### src/design/sob3x3_pkg.sv
`timescale 1ns / 1ps
// Shared types and constants for the 3x3 Sobel gradient filter.
// No dependencies; imported by every module of the block.
package sob3x3_pkg;

  localparam int PIX_W  = 8;
  localparam int GRAD_W = 16;
  localparam int COL_W  = 10;
  localparam int ROW_W  = 12;
  localparam int LW_W   = 11;
  localparam int GSUM_W = 12;   // one gradient before sign extension: -1020..1020

  localparam logic [LW_W-1:0]  LW_RESET = 11'd640;
  localparam logic [ROW_W-1:0] ROW_SAT  = 12'd4095;

  // Column of the window leaving the line-store stage
  typedef struct packed {
    logic              valid;
    logic              emit;
    logic [PIX_W-1:0]  top;
    logic [PIX_W-1:0]  mid;
    logic [PIX_W-1:0]  px;
    logic [COL_W-1:0]  ccol;
    logic [ROW_W-1:0]  crow;
  } col_t;

  typedef struct packed {
    logic [ROW_W-1:0]         center_row;
    logic [COL_W-1:0]         center_col;
    logic signed [GRAD_W-1:0] grad_y;
    logic signed [GRAD_W-1:0] grad_x;
  } res_t;

endpackage

### src/design/sob3x3_grad.sv
`timescale 1ns / 1ps
// 3x3 window shift and the Sobel X/Y sums.
// Depends on sob3x3_pkg; fed by sob3x3_front.
module sob3x3_grad
  import sob3x3_pkg::*;
(
  input  logic clk_i,
  input  logic rst_ni,
  input  col_t col_i,
  output logic res_valid_o,
  output res_t res_o
);

  // [0..2] column c-2, [3..5] column c-1; top, middle, bottom
  logic [PIX_W-1:0] win_q [6];

  logic [GSUM_W-2:0]      sx_r, sx_l, sy_b, sy_t;
  logic signed [GSUM_W-1:0] gx, gy;

  always_comb begin
    sx_r = (GSUM_W-1)'(col_i.top) + ((GSUM_W-1)'(col_i.mid) << 1) + (GSUM_W-1)'(col_i.px);
    sx_l = (GSUM_W-1)'(win_q[0]) + ((GSUM_W-1)'(win_q[1]) << 1) + (GSUM_W-1)'(win_q[2]);
    sy_b = (GSUM_W-1)'(win_q[2]) + ((GSUM_W-1)'(win_q[5]) << 1) + (GSUM_W-1)'(col_i.px);
    sy_t = (GSUM_W-1)'(win_q[0]) + ((GSUM_W-1)'(win_q[3]) << 1) + (GSUM_W-1)'(col_i.top);
    gx = $signed({1'b0, sx_r}) - $signed({1'b0, sx_l});
    gy = $signed({1'b0, sy_b}) - $signed({1'b0, sy_t});
  end

  always_ff @(posedge clk_i or negedge rst_ni) begin
    if (!rst_ni) begin
      for (int i = 0; i < 6; i++) begin
        win_q[i] <= '0;
      end
    end else if (col_i.valid) begin
      win_q[0] <= win_q[3];
      win_q[1] <= win_q[4];
      win_q[2] <= win_q[5];
      win_q[3] <= col_i.top;
      win_q[4] <= col_i.mid;
      win_q[5] <= col_i.px;
    end
  end

  // sums stay within +-1020, so the 16-bit clamp reduces to sign extension
  assign res_valid_o      = col_i.valid && col_i.emit;
  assign res_o.grad_x     = {{(GRAD_W-GSUM_W){gx[GSUM_W-1]}}, gx};
  assign res_o.grad_y     = {{(GRAD_W-GSUM_W){gy[GSUM_W-1]}}, gy};
  assign res_o.center_col = col_i.ccol;
  assign res_o.center_row = col_i.crow;

endmodule

### config.mk
export PLATFORM = sky130hd
export DESIGN_NAME = sob3x3_grad
export DESIGN_NICKNAME = d
export VERILOG_FILES = /design/src/design/sob3x3_pkg.sv /design/src/design/sob3x3_grad.sv
export SDC_FILE = /design/constraint.sdc
export NUM_CORES = 1
export LEC_CHECK = 0
export BUFFER_PORTS_ARGS = -buffer_cell sky130_fd_sc_hd__clkbuf_2
export CORE_ASPECT_RATIO = 0.6
export CORE_MARGIN = 10
export CORE_UTILIZATION = 50
export CTS_CLUSTER_DIAMETER = 50
export DETAILED_ROUTE_END_ITERATION = 10
export GPL_ROUTABILITY_DRIVEN = 1
export GPL_TIMING_DRIVEN = 0
export PLACE_DENSITY = 0.78
export SETUP_SLACK_MARGIN = 0.1
export SKIP_LAST_GASP = 1
export SYNTH_ARGS = -nofsm -noshare
export SYNTH_HDL_FRONTEND = slang
export SYNTH_SLANG_ARGS = --single-unit
### constraint.sdc
create_clock -name clk_i -period 5.39 [get_ports clk_i]
set_input_delay 1.078 -clock clk_i [delete_from_list [all_inputs] [get_ports clk_i]]
set_output_delay 1.078 -clock clk_i [all_outputs]
set_load 0.01 [all_outputs]
==> results.tsv <==
metric	value	unit
status	complete, no violations	
initial antenna violation count	1	
TNS Setup	0	ns
DRC	0	
PortBufs	81	
final hold viol count	0	
Syn. warnings	0	
CTS tree	yes	
Leak Pwr	0.002922	µW
Mapped Area	4409	µm²
slowest stage delay, CP	0.51	ns
row cnt	26	
Max-Cap Viols	0	
root buffer cell	clkbuf_16	
crit path launch type	primary input	
critical path's slowest cell	fa_1	
Tcrit/Tclk final	98.10	%
gr usage total	16.26	%
critical path fanouts, max	5	
number of top-level pins	105	
clock skew	0.004633	ns
Detail Route Antenna Nets	0	
GPL Wtd Cong	0.8206	
Syn Area/Cell	10.04	µm²
Final nets	683	
Fmax	189.1	MHz
Synth area leader	fa_1	
critical path class	in -> out	
Avg WL per Cell	15.75	µm
VDD IR-drop max	570.8	µV
pwr dens	747.5	nW/µm²
Seq/Total Area, Yosys	27.24	%
Rel. slew slack	17.24	%
most frequent cell after synthesis	inv_1	
unrepaired setup endpoints after global routing	yes	
DRT Pass-1 Iters	4	
area grow syn2layout	28.43	%
hold_buf cts	0	
post-synth top area share	28.15	%
min-delay worst type	reg -> reg	
biggest regs	win_q x48	
Initial DRC Count	158	
clock sinks	48	
Mapped Nets	575	
Die W	141.2	µm
H-tree levels	2	
Biggest register	win_q	
dpl hpwl	8.154	mm
Final min period	5.287	ns
clock-pin transition on the worst setup and hold timing paths	0.06	ns
synth top area cells	fa_1 28%, dfrtp_1 27%, inv_1 10%	
vias	3202	
Final Cell Area	5663	µm²
via-per-instance ratio	4.852	
Placed Area	4975	µm²
top cells by count, synth	123 x inv_1, 62 x fa_1, 48 x dfrtp_1	
number of global-route vias before repair	3673	
Chip Height	92.74	µm
fillers	647	
GR Overflow Total	0	
number of buffers created by CTS	5	
ys async rst share	100.0	%
Most Frequent Cell on Critical Path	fa_1	
crit path cell chain	buf_8 > fa_1 > fa_1 > inv_1 > fa_1 > inv_2 > fa_2 > a21o_1 > a221oi_4 > o21ai_2 > a21oi_4 > buf_6 > clkbuf_8	
core area	8556	µm²
measured slew at the worst slew-check pin	1.241	ns
DIE AREA	13100	µm²
worst-skew pair later-pin latency	0.29	ns
CP endpoint kind	output port	
first-pass GRT wire length	17.38	mm
CP top delay family	adder cells	
Post-synth EDFFs	0	
initial core utilization	51.54	%
R2R setup slack	4.58	ns
Total Routed Length	10.39	mm
critical path data required time	4.31	ns
final setup fails	0	
largest net degree at the start of global routing	49	
clock buffer depth	2	
synth unique cells	35	
Yosys reg bits	48	
Post-Syn Instances	439	
Synth Flop Type	dfrtp_1	
layout cell share with drive strength beyond 1	37.48	%
Arrival @ worst endpoint	4.21	ns
Pins Over Slew Limit	0	
WP buf/inv	5	
Largest register FFs	48	
-- power by group --
group          switching [µW]  leakage, µW  internal, µW  total (µW)
clock network             137    0.0000760           195         332
registers                22.1     0.000578           399         421
logic                    1720      0.00227          1760        3480
-- what timing repair did --
action,4_1_cts,5_1_grt
gates resized for setup,40,56
buffers inserted,11,9
pin swaps,29,57
cloned,0,0
endpoints found under the setup margin,16,14
-- cell type report --
class / count / area [µm²] / area share [%]
Antenna cell: 1 / 2.502 / 0.04419
Buffer: 39 / 277.8 / 4.905
Clock buffer: 7 / 152.6 / 2.696
Inverter: 123 / 469.2 / 8.285
Multi-Input combinational cell: 229 / 2720 / 48.03
Sequential cell: 48 / 1201 / 21.21
Tap cell: 112 / 140.1 / 2.475
Timing Repair Buffer: 101 / 699.4 / 12.35
-- metrics by stage --
stage	total power (µW)	setup WS (ns)	util, %	instances	hold slack, ns
floorplan	2318	0.1343	-	439	0.4492
global placement	3085	-0.2474	58.15	632	0.4590
detailed placement	3142	-0.2726	58.15	632	0.4726
CTS	3913	0.01256	63.63	650	0.4879
global route	4628	-0.01155	66.16	659	0.5098
finish	4233	0.1026	66.19	660	0.4826
-- layer usage --
| layer | GRT usage (%) | part of all wire [%] | vias to the layer above | wire, µm |
|---|---|---|---|---|
| li1 | - | - | 1513 | - |
| met1 | 19.18 | 41 | 1588 | 4278 |
| met2 | 28.67 | 51 | 91 | 5306 |
| met3 | 5.354 | 7.0 | 10 | 727 |
| met4 | 2.825 | 0.77 | 0 | 80 |
| met5 | 0 | 0 | - | 0 |
-- kinds of logic after synthesis --
| family | share of synthesized area [%] |
|---|---|
| buf+inv | 16.43 |
| fa+ha+maj | 34.96 |
| compound gates | 9.648 |
| flops | 27.24 |
| simple gates | 4.540 |
| mux | 4.597 |
| xor+xnor | 2.582 |
-- worst reg2reg max path, delay by kind of cell (launching register included) --
| family | cells | cell delay, ns |
|---|---|---|
| AOI/OAI and AO/OA | 1 | 0.13 |
| buffers and inverters | 1 | 0.19 |
| DFF | 1 | 0.36 |
-- final timing paths --
check / startpoint / endpoint / depth (start not counted)
max: col_i[24] / res_o[30] / 13
min: win_q[6] / win_q[30] / 2
max reg2reg: win_q[41] / win_q[41] / 2
min reg2reg: win_q[6] / win_q[30] / 2
max in group asynchronous: rst_ni / win_q[46] / 1
min in group asynchronous: rst_ni / win_q[17] / 1
-- cells in the final DEF, fill, tap and decap left out, types with 3 or more instances in the layout --
cell | Yosys | layout
clkbuf_16 | 0 | 5
buf_2 | 3 | 11
buf_8 | 0 | 9
inv_2 | 0 | 13
a21oi_1 | 9 | 8
inv_1 | 123 | 108
a21o_1 | 8 | 8
buf_6 | 0 | 9
dfrtp_1 | 48 | 48
nand2_1 | 32 | 31
o21ai_0 | 32 | 32
buf_4 | 30 | 48
o211ai_1 | 3 | 3
clkbuf_1 | 6 | 6
fa_2 | 0 | 5
fa_1 | 62 | 57
xnor2_1 | 8 | 8
clkbuf_2 | 0 | 55
ha_1 | 24 | 11
ha_4 | 0 | 11
clkbuf_8 | 0 | 4
nor2_1 | 4 | 4
mux2_2 | 18 | 18
xor2_1 | 5 | 5
Power figures use the tool's default switching activity.
