File: src/design/sob3x3_pkg.sv
`timescale 1ns / 1ps
// Shared types and constants for the 3x3 Sobel gradient filter.
// No dependencies; imported by every module of the block.
package sob3x3_pkg;

  localparam int PIX_W  = 8;
  localparam int GRAD_W = 16;
  localparam int COL_W  = 10;
  localparam int ROW_W  = 12;
  localparam int LW_W   = 11;
  localparam int GSUM_W = 12;   // one gradient before sign extension: -1020..1020

  localparam logic [LW_W-1:0]  LW_RESET = 11'd640;
  localparam logic [ROW_W-1:0] ROW_SAT  = 12'd4095;

  // Column of the window leaving the line-store stage
  typedef struct packed {
    logic              valid;
    logic              emit;
    logic [PIX_W-1:0]  top;
    logic [PIX_W-1:0]  mid;
    logic [PIX_W-1:0]  px;
    logic [COL_W-1:0]  ccol;
    logic [ROW_W-1:0]  crow;
  } col_t;

  typedef struct packed {
    logic [ROW_W-1:0]         center_row;
    logic [COL_W-1:0]         center_col;
    logic signed [GRAD_W-1:0] grad_y;
    logic signed [GRAD_W-1:0] grad_x;
  } res_t;

endpackage

File: src/design/sob3x3_resq.sv
`timescale 1ns / 1ps
// Four-entry result queue between the gradient logic and the output port.
// Depends on sob3x3_pkg.
module sob3x3_resq
  import sob3x3_pkg::*;
(
  input  logic       clk_i,
  input  logic       rst_ni,
  input  logic       push_i,
  input  res_t       push_data_i,
  input  logic       pop_i,
  output logic       valid_o,
  output res_t       data_o,
  output logic [2:0] count_o
);

  localparam int DEPTH = 4;

  res_t       ent_q [DEPTH];
  logic [1:0] wr_q, rd_q;
  logic [2:0] cnt_q;
  logic       pop;

  assign pop     = pop_i && (cnt_q != '0);
  assign valid_o = (cnt_q != '0);
  assign data_o  = ent_q[rd_q];
  assign count_o = cnt_q;

  always_ff @(posedge clk_i or negedge rst_ni) begin
    if (!rst_ni) begin
      wr_q  <= '0;
      rd_q  <= '0;
      cnt_q <= '0;
    end else begin
      if (push_i) begin
        wr_q <= wr_q + 2'd1;
      end
      if (pop) begin
        rd_q <= rd_q + 2'd1;
      end
      case ({push_i, pop})
        2'b10:   cnt_q <= cnt_q + 3'd1;
        2'b01:   cnt_q <= cnt_q - 3'd1;
        default: cnt_q <= cnt_q;
      endcase
    end
  end

  always_ff @(posedge clk_i) begin
    if (push_i) begin
      ent_q[wr_q] <= push_data_i;
    end
  end

`ifndef SYNTH
  a_no_overflow: assert property (@(posedge clk_i) disable iff (!rst_ni)
    (cnt_q == 3'(DEPTH)) |-> (!push_i || pop))
    else $error("result queue overflow");
  a_cnt_bound: assert property (@(posedge clk_i) disable iff (!rst_ni)
    cnt_q <= 3'(DEPTH))
    else $error("result queue count out of range");
`endif

endmodule
File: config.mk
export PLATFORM = sky130hd
export DESIGN_NAME = sob3x3_resq
export DESIGN_NICKNAME = d
export VERILOG_FILES = /design/src/design/sob3x3_pkg.sv /design/src/design/sob3x3_resq.sv
export SDC_FILE = /design/constraint.sdc
export NUM_CORES = 1
export LEC_CHECK = 0
export ABC_AREA = 1
export BUFFER_PORTS_ARGS = -buffer_cell sky130_fd_sc_hd__buf_2
export CAP_MARGIN = 20
export CORE_MARGIN = 4
export CORE_UTILIZATION = 40
export CTS_CLUSTER_SIZE = 30
export DETAILED_ROUTE_END_ITERATION = 16
export PLACE_DENSITY_LB_ADDON = 0.08
export RECOVER_POWER = 25
export SLEW_MARGIN = 20
export SYNTH_ARGS = -nofsm -noshare
export SYNTH_HDL_FRONTEND = slang
export SYNTH_SLANG_ARGS = --single-unit
File: constraint.sdc
create_clock -name clk_i -period 2.69 [get_ports clk_i]
set_input_delay 0.4035 -clock clk_i [delete_from_list [all_inputs] [get_ports clk_i]]
set_output_delay 0.4035 -clock clk_i [all_outputs]
set_load 0.02 [all_outputs]
==> impl_metrics.json, run 1 <==
{
  "finalNetCount": 871,
  "vias_per_cell": 4.79,
  "synth-xor-area-share_pct": 0.191,
  "yosys-mux-area-fraction_pct": 0,
  "timing.rr.end": "count_o[1]$_DFFE_PN0P_",
  "vias": 5307,
  "grt_first_pass_wirelength_um": 29700,
  "period_minus_slack_ns": 2.52,
  "fp.dieH_um": 160,
  "p_total_mw": 12.5,
  "cp_max_fo": 89,
  "r2r_start": "count_o[0]$_DFFE_PN0P_",
  "core_um2": 22600,
  "grt_util_met3_pct": 3.49,
  "dr.pass1.iters": 4,
  "fin_area_um2": 10800,
  "dp_cells": 1064,
  "powerDensity_nw_per_um2": 1160,
  "synth_seq_area_share_pct": 72.5,
  "crit_path_end_kind": "output port",
  "io_buffers": 115,
  "cts_sinks": 223,
  "min_to": "ent_q[3][24]$_DFFE_PP_",
  "rr_worst_depth": 8,
  "die_area_um2": 25500,
  "synth-simple-area-share_pct": 7.60,
  "tightestPinTransition_ns": 0.537,
  "crit_type": "reg -> out",
  "ant_nets": 0,
  "syn_area_per_cell_um2": 13.4,
  "wl_um": 18600,
  "final_max_slew_viol_count": 0,
  "ir_drop_mv": 0.608,
  "r2r_slack_ns": 0.80,
  "synth_adder_area_share_pct": 0.898,
  "drc_errors": 0,
  "ios": 116,
  "first_global_vias": 5443,
  "critPathRequiredTime_ns": 2.29,
  "cts_made_buffers": 25,
  "fin_crit_sh_pct": 93.6,
  "post_dp_cell_area_um2": 10000,
  "area_growth_pct": 17.2,
  "cts_max_level": 1,
  "clockBufferDepth": 3,
  "gp_congestion": 0.684,
  "cts_tree": "built",
  "tns_ns": 0,
  "gr-usage-met1_pct": 18.6,
  "maxCapViolations": 0,
  "grtUsageMet2_pct": 25.0,
  "wl_per_cell_um": 16.8,
  "hold_class": "in -> reg",
  "root_buffer": "clkbuf_16",
  "fin_skew_ns": 0.00824,
  "outcome": "finished, final reports clean",
  "core.rowCount": 55,
  "dpl.hpwl_um": 10900,
  "hold_violations": 0,
  "grt_usage_pct": 14.6,
  "relSlewSlack_pct": 64.2,
  "start_kind": "flop",
  "ctsResizeCount": 0,
  "drtIter0Drc": 276,
  "drive_gt1_share_pct": 20.8,
  "initial_utilization_pct": 40.6,
  "fmax_mhz": 397,
  "grt_remaining_overflow": 0,
  "hp-start": "push_data_i[24]",
  "syn_nets": 749,
  "arrival_ns": 2.12,
  "p_leak_nw": 4.35,
  "ys_ff_latch": 223,
  "grt_max_degree": 90,
  "syn_area_um2": 9190,
  "clk_pin_slew_worst_paths_ns": 0.06,
  "antenna_found_initial": 2,
  "synth_top_family_by_area": "compound AO/OA/AOI/OAI gates",
  "clk_latency_ns": 0.51,
  "rsz0062_at_grt": "false",
  "min_path_cells": 1,
  "synth_compound_area_share_pct": 10.9,
  "die_w_um": 160,
  "final_cells": 1109,
  "setup_viol": 0,
  "yosysUniqueCellTypes": 19,
  "netlist_instances": 685,
  "yosys_warnings": 0,
  "diodes": 0,
  "top_usage_layer": "met2",
  "fillers": 1995
}
-- synthesized netlist by cell type, drive strengths merged --
cell type  count  area share [%]
nand3          4            0.22
nand2        179             7.3
edfxtp       216              71
clkbuf        10            0.41
inv          125             5.1
xnor2          1           0.095
dfrtp          7             1.9
o211ai       108              11
ha             5            0.68
fa             1            0.22
nand4          1           0.068
buf           25             2.4
xor2           1           0.095
o21ai          2            0.11
-- where the power goes --
part	internal [mW]	switching [mW]	leakage, nW	total, mW
Combinational	1.37	3.19	1.91	4.56
Sequential	4.55	0.183	2.07	4.73
Clock	1.90	1.28	0.375	3.17
Total	7.82	4.65	4.35	12.5
-- sequential cells by signal, indices dropped and copies added, names as in the netlist --
name / flops
rd_q: 2
ent_q: 216
wr_q: 2
count_o: 3
-- worst max-delay path by stage --
| stage | start | end | slack, ns | depth (start not counted) |
|---|---|---|---|---|
| finish | rd_q[0]$_DFFE_PN0P_ | data_o[51] | 0.17 | 6 |
| global route | rd_q[0]$_DFFE_PN0P_ | data_o[10] | 0.00001 | 6 |
| CTS | rd_q[0]$_DFFE_PN0P_ | data_o[44] | 0.14 | 6 |
| detailed placement | rd_q[0]$_DFFE_PN0P_ | data_o[15] | 0.70 | 6 |
| global placement | rd_q[0]$_DFFE_PN0P_ | data_o[44] | 0.72 | 6 |
| floorplan | push_i | ent_q[3][0]$_DFFE_PP_ | 0.51 | 3 |
-- critical path, stage by stage, from the launching register on --
cell and delay, ns:
dfrtp_1 0.44, inv_6 0.28, buf_12 0.38, nand2_1 0.10, o211ai_1 0.09, nand2_1 0.09, buf_2 0.17
-- placed cells by master, fill, tap and decap left out, drive strengths merged --
master,instances
xnor2,1
nand2,179
bufinv,2
dfrtp,7
ha,5
edfxtp,216
clkbuf,66
o21ai,2
nand4,1
nand3,4
o211ai,108
dlygate4sd3,1
buf,95
fa,1
clkinv,9
inv,126
xor2,1
-- layer usage --
metal	part of all wire [%]	vias up
li1	-	2627
met1	44	2555
met2	49	91
met3	4.6	30
met4	2.2	4
met5	0.14	-
-- repair_timing --
item                                   in CTS  in global routing
endpoints found under the hold margin       7                  0
buffers inserted                            0                  0
hold buffers                                1                  0
-- final cells by class --
type / count / area [um^2] / share of cell area [%]
Clock inverter: 12 / 113 / 1.05
Inverter: 125 / 474 / 4.40
Timing Repair Buffer: 130 / 711 / 6.60
Multi-Input combinational cell: 302 / 1800 / 16.7
Sequential cell: 223 / 6660 / 61.9
Tap cell: 285 / 357 / 3.31
Clock buffer: 32 / 652 / 6.05
-- through the flow --
stage | hold WS (ns) | setup WS (ns) | utilization [%]
final | 0.115 | 0.171 | 47.6
after global routing | 0.103 | 0.0000115 | 47.6
after CTS | 0.0783 | 0.137 | 47.7
after detailed placement | 0.254 | 0.700 | 44.3
after global placement | 0.249 | 0.716 | 44.3
after floorplan | 0.108 | 0.514 | -
-- cells by family after synthesis --
group | Yosys count
xor gates and xnor gates | 2
and+or+nand+nor | 184
adders and majority gates | 6
buffers and inverters | 160
AOI/OAI and AO/OA | 110
DFF | 223
(Power assumes the default switching activity.)
==> run 2, diff against run 1 <==
==> constraint.sdc (replaced) <==
create_clock -name clk_i -period 2.1 [get_ports clk_i]
set_input_delay 0.315 -clock clk_i [delete_from_list [all_inputs] [get_ports clk_i]]
set_output_delay 0.315 -clock clk_i [all_outputs]
set_load 0.02 [all_outputs]
==> run 2 against run 1 <==
The flow now finishes with violations (setup timing). Sequential cell count unchanged. Clock-buffer cell count down 3. Critical path depth unchanged. Sequential power up 29%. Critical path type unchanged. Sequential share of layout area down 2.6 points. Register-to-register slack worse by 0.58 ns.
==> impl_metrics.json, run 2 (synthesized netlist as in run 1, its figures left out) <==
{
  "outcome": "finished with violations",
  "violations": "setup timing",
  "drc_errors": 0,
  "cp_max_fo": 45,
  "ir_drop_mv": 0.882,
  "grt_remaining_overflow": 0,
  "final_cell_mix": "edfxtp_1, nand2_1, inv_1",
  "p_int_mw": 10.7,
  "fp.dieH_um": 160,
  "rsz0062_at_grt": "true",
  "clk_latency_ns": 0.51,
  "io_buffers": 115,
  "antenna_found_initial": 0,
  "timing.rr.end": "count_o[1]$_DFFE_PN0P_",
  "powerDensity_nw_per_um2": 1510,
  "min_to": "ent_q[0][8]$_DFFE_PP_",
  "first_global_vias": 5585,
  "dpl.hpwl_um": 11200,
  "arrival_ns": 1.82,
  "root_buffer": "clkbuf_16",
  "vias": 5375,
  "grt_usage_pct": 15.0,
  "final_max_slew_viol_count": 0,
  "combPwrFrac_pct": 39.2,
  "critPathRequiredTime_ns": 1.78,
  "period_minus_slack_ns": 2.14,
  "grt_max_degree": 46,
  "r2r_slack_ns": 0.22,
  "maxCapViolations": 0,
  "dr.pass1.iters": 4,
  "critPathSlowestCell": "dfrtp_2",
  "initial_utilization_pct": 40.6,
  "relSlewSlack_pct": 68.7,
  "ios": 116,
  "start_kind": "flop",
  "p_clk_share_pct": 24.9,
  "hold_violations": 0,
  "fmax_mhz": 468,
  "cp_top_family": "buffers and inverters",
  "critical_path.cell_chain": "inv_16 > buf_16 > nand2_1 > o211ai_1 > nand2_1 > buf_2",
  "r2r_start": "count_o[0]$_DFFE_PN0P_",
  "cts_max_level": 1,
  "cts_tree": "built",
  "die_area_um2": 25500,
  "finalNetCount": 890,
  "ant_nets": 0,
  "vias_per_cell": 4.76,
  "tightestPinTransition_ns": 0.469,
  "wl_um": 19100,
  "area_growth_pct": 22.4,
  "core_um2": 22600,
  "clk_pin_slew_worst_paths_ns": 0.06,
  "core.rowCount": 55,
  "wl_per_cell_um": 16.9,
  "utilization_pct": 49.7,
  "diodes": 0,
  "p_sw_mw": 6.22,
  "drtIter0Drc": 221,
  "hold_class": "in -> reg",
  "clockBufferDepth": 3,
  "fin_crit_sh_pct": 102,
  "die_w_um": 160,
  "crit_path_end_kind": "output port",
  "layout_commonest_cell": "edfxtp_1",
  "fillers": 1996,
  "seq_power_share_pct": 35.9,
  "critical-path-max-stage-delay_ns": 0.48,
  "drive_gt1_share_pct": 23.0,
  "setup_viol": 8,
  "p_leak_nw": 4.53,
  "fin_skew_ns": 0.0106,
  "p_total_mw": 17.0,
  "worstPathBufferInverterCount": 3,
  "crit_type": "reg -> out",
  "critPathMostFrequentCell": "nand2_1",
  "hp-start": "push_data_i[8]",
  "whs_ns": 0.0212,
  "p_sw_share_pct": 36.7,
  "cts_made_buffers": 25,
  "cts_sinks": 223,
  "grt_first_pass_wirelength_um": 30800,
  "rr_worst_depth": 8,
  "crit_start": "rd_q[0]$_DFFE_PN0P_",
  "top_register": "ent_q",
  "largest_register_ff_count": 216,
  "min_path_cells": 1,
  "postLayoutSetupSlackWorst_ns": -0.0375,
  "gp_congestion": 0.771
}
run 2: cell types whose count changed in the layout (fill, tap and decap cells not counted), moves of 3 or more:
cell,previous run,this run
clkinv_1,4,8
buf_12,5,11
nand2_1,179,176
buf_4,9,6
nand2_2,0,3
clkbuf_1,41,34
buf_6,0,8
dlygate4sd3_1,1,6
clkinvlp_4,0,5
inv_2,5,2
buf_16,0,6
run 2: layout make-up:
class,count,area [um^2],share of cell area (%)
repair inverters,1,8.76,0.0778
inverters,125,497,4.42
well taps,285,357,3.17
flip-flops and latches,223,6660,59.2
clock buffers,29,641,5.69
clock inverters,17,159,1.41
repair buffers,148,1120,9.94
multi-input cells,302,1810,16.1
run 2: worst max-delay path by stage:
stage / cells past startpoint / endpoint
6_report: 6 / data_o[45]
5_1_grt: 6 / data_o[36]
4_1_cts: 6 / data_o[53]
3_5_place_dp: 8 / count_o[1]$_DFFE_PN0P_
3_3_place_gp: 5 / ent_q[2][9]$_DFFE_PP_
2_1_floorplan: 3 / ent_q[3][0]$_DFFE_PP_
run 2: power groups by stage:
stage               Clock [mW]  Sequential, mW  Combinational, mW
floorplan                    0            6.16               4.18
global placement             0            6.13               6.10
detailed placement           0            6.16               6.19
CTS                       4.33            6.09               6.70
global route              4.54            6.16               7.32
finish                    4.22            6.09               6.65
run 2: timing repair:
action                                  CTS  global route
endpoints found under the setup margin   51            50
resized for setup                        19             7
hold buffers                              5             1
endpoints found under the hold margin    20             4
pin swaps                                 3             2
setup buffers                             4             1
gates cloned                              3             1
run 2: metal layers:
metal,share of wire (%),global-route usage (%),vias up
met2,49,25.6,99
met1,45,19.9,2579
met3,4.3,2.90,33
met4,1.8,3.71,0
met5,0,0,-
li1,-,-,2664
run 2: metrics by stage:
| stage | setup WS (ns) | area, um^2 | std cells | TNS (ns) |
|---|---|---|---|---|
| 4_1_cts | -0.0608 | 11200 | 1127 | -1.06 |
| 3_5_place_dp | 0.260 | 10200 | 1069 | 0 |
| 3_3_place_gp | 0.351 | 10200 | 1069 | 0 |
| 2_1_floorplan | 0.0127 | 9200 | 685 | 0 |
| 6_report | -0.0375 | 11300 | 1130 | -0.132 |
| 5_1_grt | -0.119 | 11300 | 1130 | -3.75 |
==> run 3, diff against run 2 <==
==> constraint.sdc (replaced) <==
create_clock -name clk_i -period 1.8 [get_ports clk_i]
set_input_delay 0.27 -clock clk_i [delete_from_list [all_inputs] [get_ports clk_i]]
set_output_delay 0.27 -clock clk_i [all_outputs]
set_load 0.02 [all_outputs]
==> run 3 against run 2 <==
The flow still finishes with violations (setup timing). Die area unchanged. Combinational power increased by 35%. Critical endpoint is now data_o[46]. Register-to-register slack got worse by 0.13 ns. Sequential power increased by 17%. Clock power increased by 7.8%. Final area increased by 7.5%. Sequential share of layout area decreased by 4.1 points. Non-clock buffer count increased by 65. Highest routed layer unchanged. Largest cell class unchanged. Sequential cell count unchanged. Routed wire length increased by 7.1%. Clock-buffer cell count increased by 4. Critical path type unchanged.
==> impl_metrics.json, run 3 (synthesized netlist as in run 1, its figures left out) <==
{
  "powerDensity_nw_per_um2": 1710,
  "p_sw_share_pct": 36.4,
  "min_to": "rd_q[0]$_DFFE_PN0P_",
  "critPathRequiredTime_ns": 1.53,
  "grt_first_pass_wirelength_um": 30500,
  "fin_skew_ns": 0.00657,
  "ir_drop_mv": 1.05,
  "critical-path-max-stage-delay_ns": 0.46,
  "tightestPinTransition_ns": 0.466,
  "dr.pass1.iters": 4,
  "largest_register_ff_count": 216,
  "p_clk_share_pct": 22.0,
  "setup_viol": 54,
  "area_growth_pct": 31.5,
  "cts_tree": "built",
  "final_cell_mix": "edfxtp_1, nand2_1, inv_1",
  "core_um2": 22600,
  "clockBufferDepth": 3,
  "core.rowCount": 55,
  "p_sw_mw": 7.52,
  "drive_gt1_share_pct": 24.2,
  "ios": 116,
  "ant_nets": 0,
  "diodes": 0,
  "wl_um": 20400,
  "cp_max_fo": 36,
  "relSlewSlack_pct": 68.9,
  "critPathSlowestCell": "dfrtp_2",
  "initial_utilization_pct": 40.6,
  "rr_worst_depth": 11,
  "fin_crit_sh_pct": 115,
  "wl_per_cell_um": 17.1,
  "io_buffers": 115,
  "start_kind": "flop",
  "fmax_mhz": 483,
  "die_area_um2": 25500,
  "grt_usage_pct": 15.1,
  "grt_max_degree": 39,
  "timing.rr.end": "count_o[2]$_DFFE_PN0P_",
  "antenna_found_initial": 0,
  "drc_errors": 0,
  "top_register": "ent_q",
  "arrival_ns": 1.80,
  "root_buffer": "clkbuf_16",
  "vias": 5699,
  "clk_pin_slew_worst_paths_ns": 0.06,
  "vias_per_cell": 4.78,
  "crit_type": "reg -> out",
  "r2r_slack_ns": 0.09,
  "gp_congestion": 0.706,
  "postLayoutSetupSlackWorst_ns": -0.271,
  "p_leak_nw": 4.87,
  "clk_latency_ns": 0.51,
  "hold_violations": 0,
  "cts_made_buffers": 25,
  "finalNetCount": 955,
  "hold_class": "in -> reg",
  "rsz0062_at_grt": "true",
  "r2r_start": "count_o[2]$_DFFE_PN0P_",
  "utilization_pct": 53.4,
  "crit_path_end_kind": "output port",
  "cts_sinks": 223,
  "dpl.hpwl_um": 11300,
  "violations": "setup timing",
  "critical_path.cell_chain": "clkinv_8 > buf_16 > o211ai_1 > nand2_1 > buf_4",
  "hp-start": "pop_i",
  "outcome": "finished with violations",
  "post-place-ws_ns": 0.0797,
  "drtIter0Drc": 296,
  "fp.dieH_um": 160,
  "layout_commonest_cell": "edfxtp_1",
  "final_max_slew_viol_count": 0,
  "cts_max_level": 1,
  "first_global_vias": 5777,
  "period_minus_slack_ns": 2.07,
  "p_int_mw": 13.2,
  "maxCapViolations": 0,
  "grt_remaining_overflow": 0,
  "seq_power_share_pct": 34.4,
  "combPwrFrac_pct": 43.5,
  "min_path_cells": 3,
  "die_w_um": 160
}
==> run 3: changes by cell type in the layout (fill, tap and decap cells not counted), moves of 5 or more <==
cell | previous run | this run
nand2_1 | 176 | 171
buf_2 | 80 | 68
buf_12 | 11 | 16
clkbuf_1 | 34 | 39
buf_6 | 8 | 18
buf_4 | 6 | 11
dlygate4sd3_1 | 6 | 55
==> run 3: power groups by stage <==
stage / Combinational (mW) / Clock [mW] / Sequential (mW)
after floorplan: 4.92 / 0 / 7.19
after global placement: 7.32 / 0 / 7.14
after detailed placement: 7.46 / 0 / 7.19
after CTS: 8.12 / 4.71 / 7.13
after global routing: 9.80 / 4.93 / 7.20
final: 9.00 / 4.55 / 7.12
==> run 3: how the worst max path moves through the flow <==
stage                                 startpoint                      to  slack [ns]
after floorplan              wr_q[0]$_DFFE_PN0P_   ent_q[3][0]$_DFFE_PP_       -0.05
after global placement    count_o[0]$_DFFE_PN0P_  count_o[1]$_DFFE_PN0P_        0.15
after detailed placement  count_o[0]$_DFFE_PN0P_  count_o[1]$_DFFE_PN0P_        0.08
after CTS                    rd_q[0]$_DFFE_PN0P_              data_o[42]       -0.28
after global routing         rd_q[0]$_DFFE_PN0P_              data_o[27]       -0.36
final                        rd_q[0]$_DFFE_PN0P_              data_o[46]       -0.27
==> run 3: through the flow <==
stage                     instance area, um^2  total power [mW]  hold slack, ns  TNS [ns]  std cells
after CTS                               11800              20.0          0.0162    -12.68       1180
after global routing                    12100              21.9          0.0355    -16.18       1193
after floorplan                          9230              12.1         -0.0256     -8.39        685
final                                   12100              20.7          0.0335    -11.58       1193
after detailed placement                10300              14.7           0.124         0       1072
after global placement                  10300              14.5           0.120         0       1072
==> run 3: worst max-delay path, delay by kind of cell (launching register included) <==
family                 cells  cell delay [ns]
AND/OR/NAND/NOR            1             0.10
buffers and inverters      3             0.56
flip-flops                 1             0.46
AO/OA/AOI/OAI              1             0.17
==> run 3: area by class of cell <==
| type | instances | area (um^2) |
|---|---|---|
| Multi-Input combinational cell | 302 | 1840 |
| Timing Repair Buffer | 213 | 1970 |
| Timing Repair inverter | 1 | 20.0 |
| Fill cell | 1872 | 10600 |
| Inverter | 125 | 502 |
| Clock buffer | 33 | 656 |
| Sequential cell | 223 | 6670 |
| Clock inverter | 11 | 77.6 |
| Tap cell | 285 | 357 |
==> run 3: timing repair <==
item	CTS	global route
gates resized for setup	16	51
setup buffers	5	4
endpoints found under the hold margin	223	0
hold buffers	55	0
pin swaps	2	7
gates cloned	4	9
endpoints found under the setup margin	54	56
==> run 3: per-layer routing <==
metal	routed length [um]	share of wire (%)	track usage, %	vias up
met4	369	1.8	3.71	0
met1	8690	42	18.5	2747
li1	-	-	-	2802
met3	1060	5.2	3.34	30
met2	10300	51	27.3	120
met5	0	0	0	-
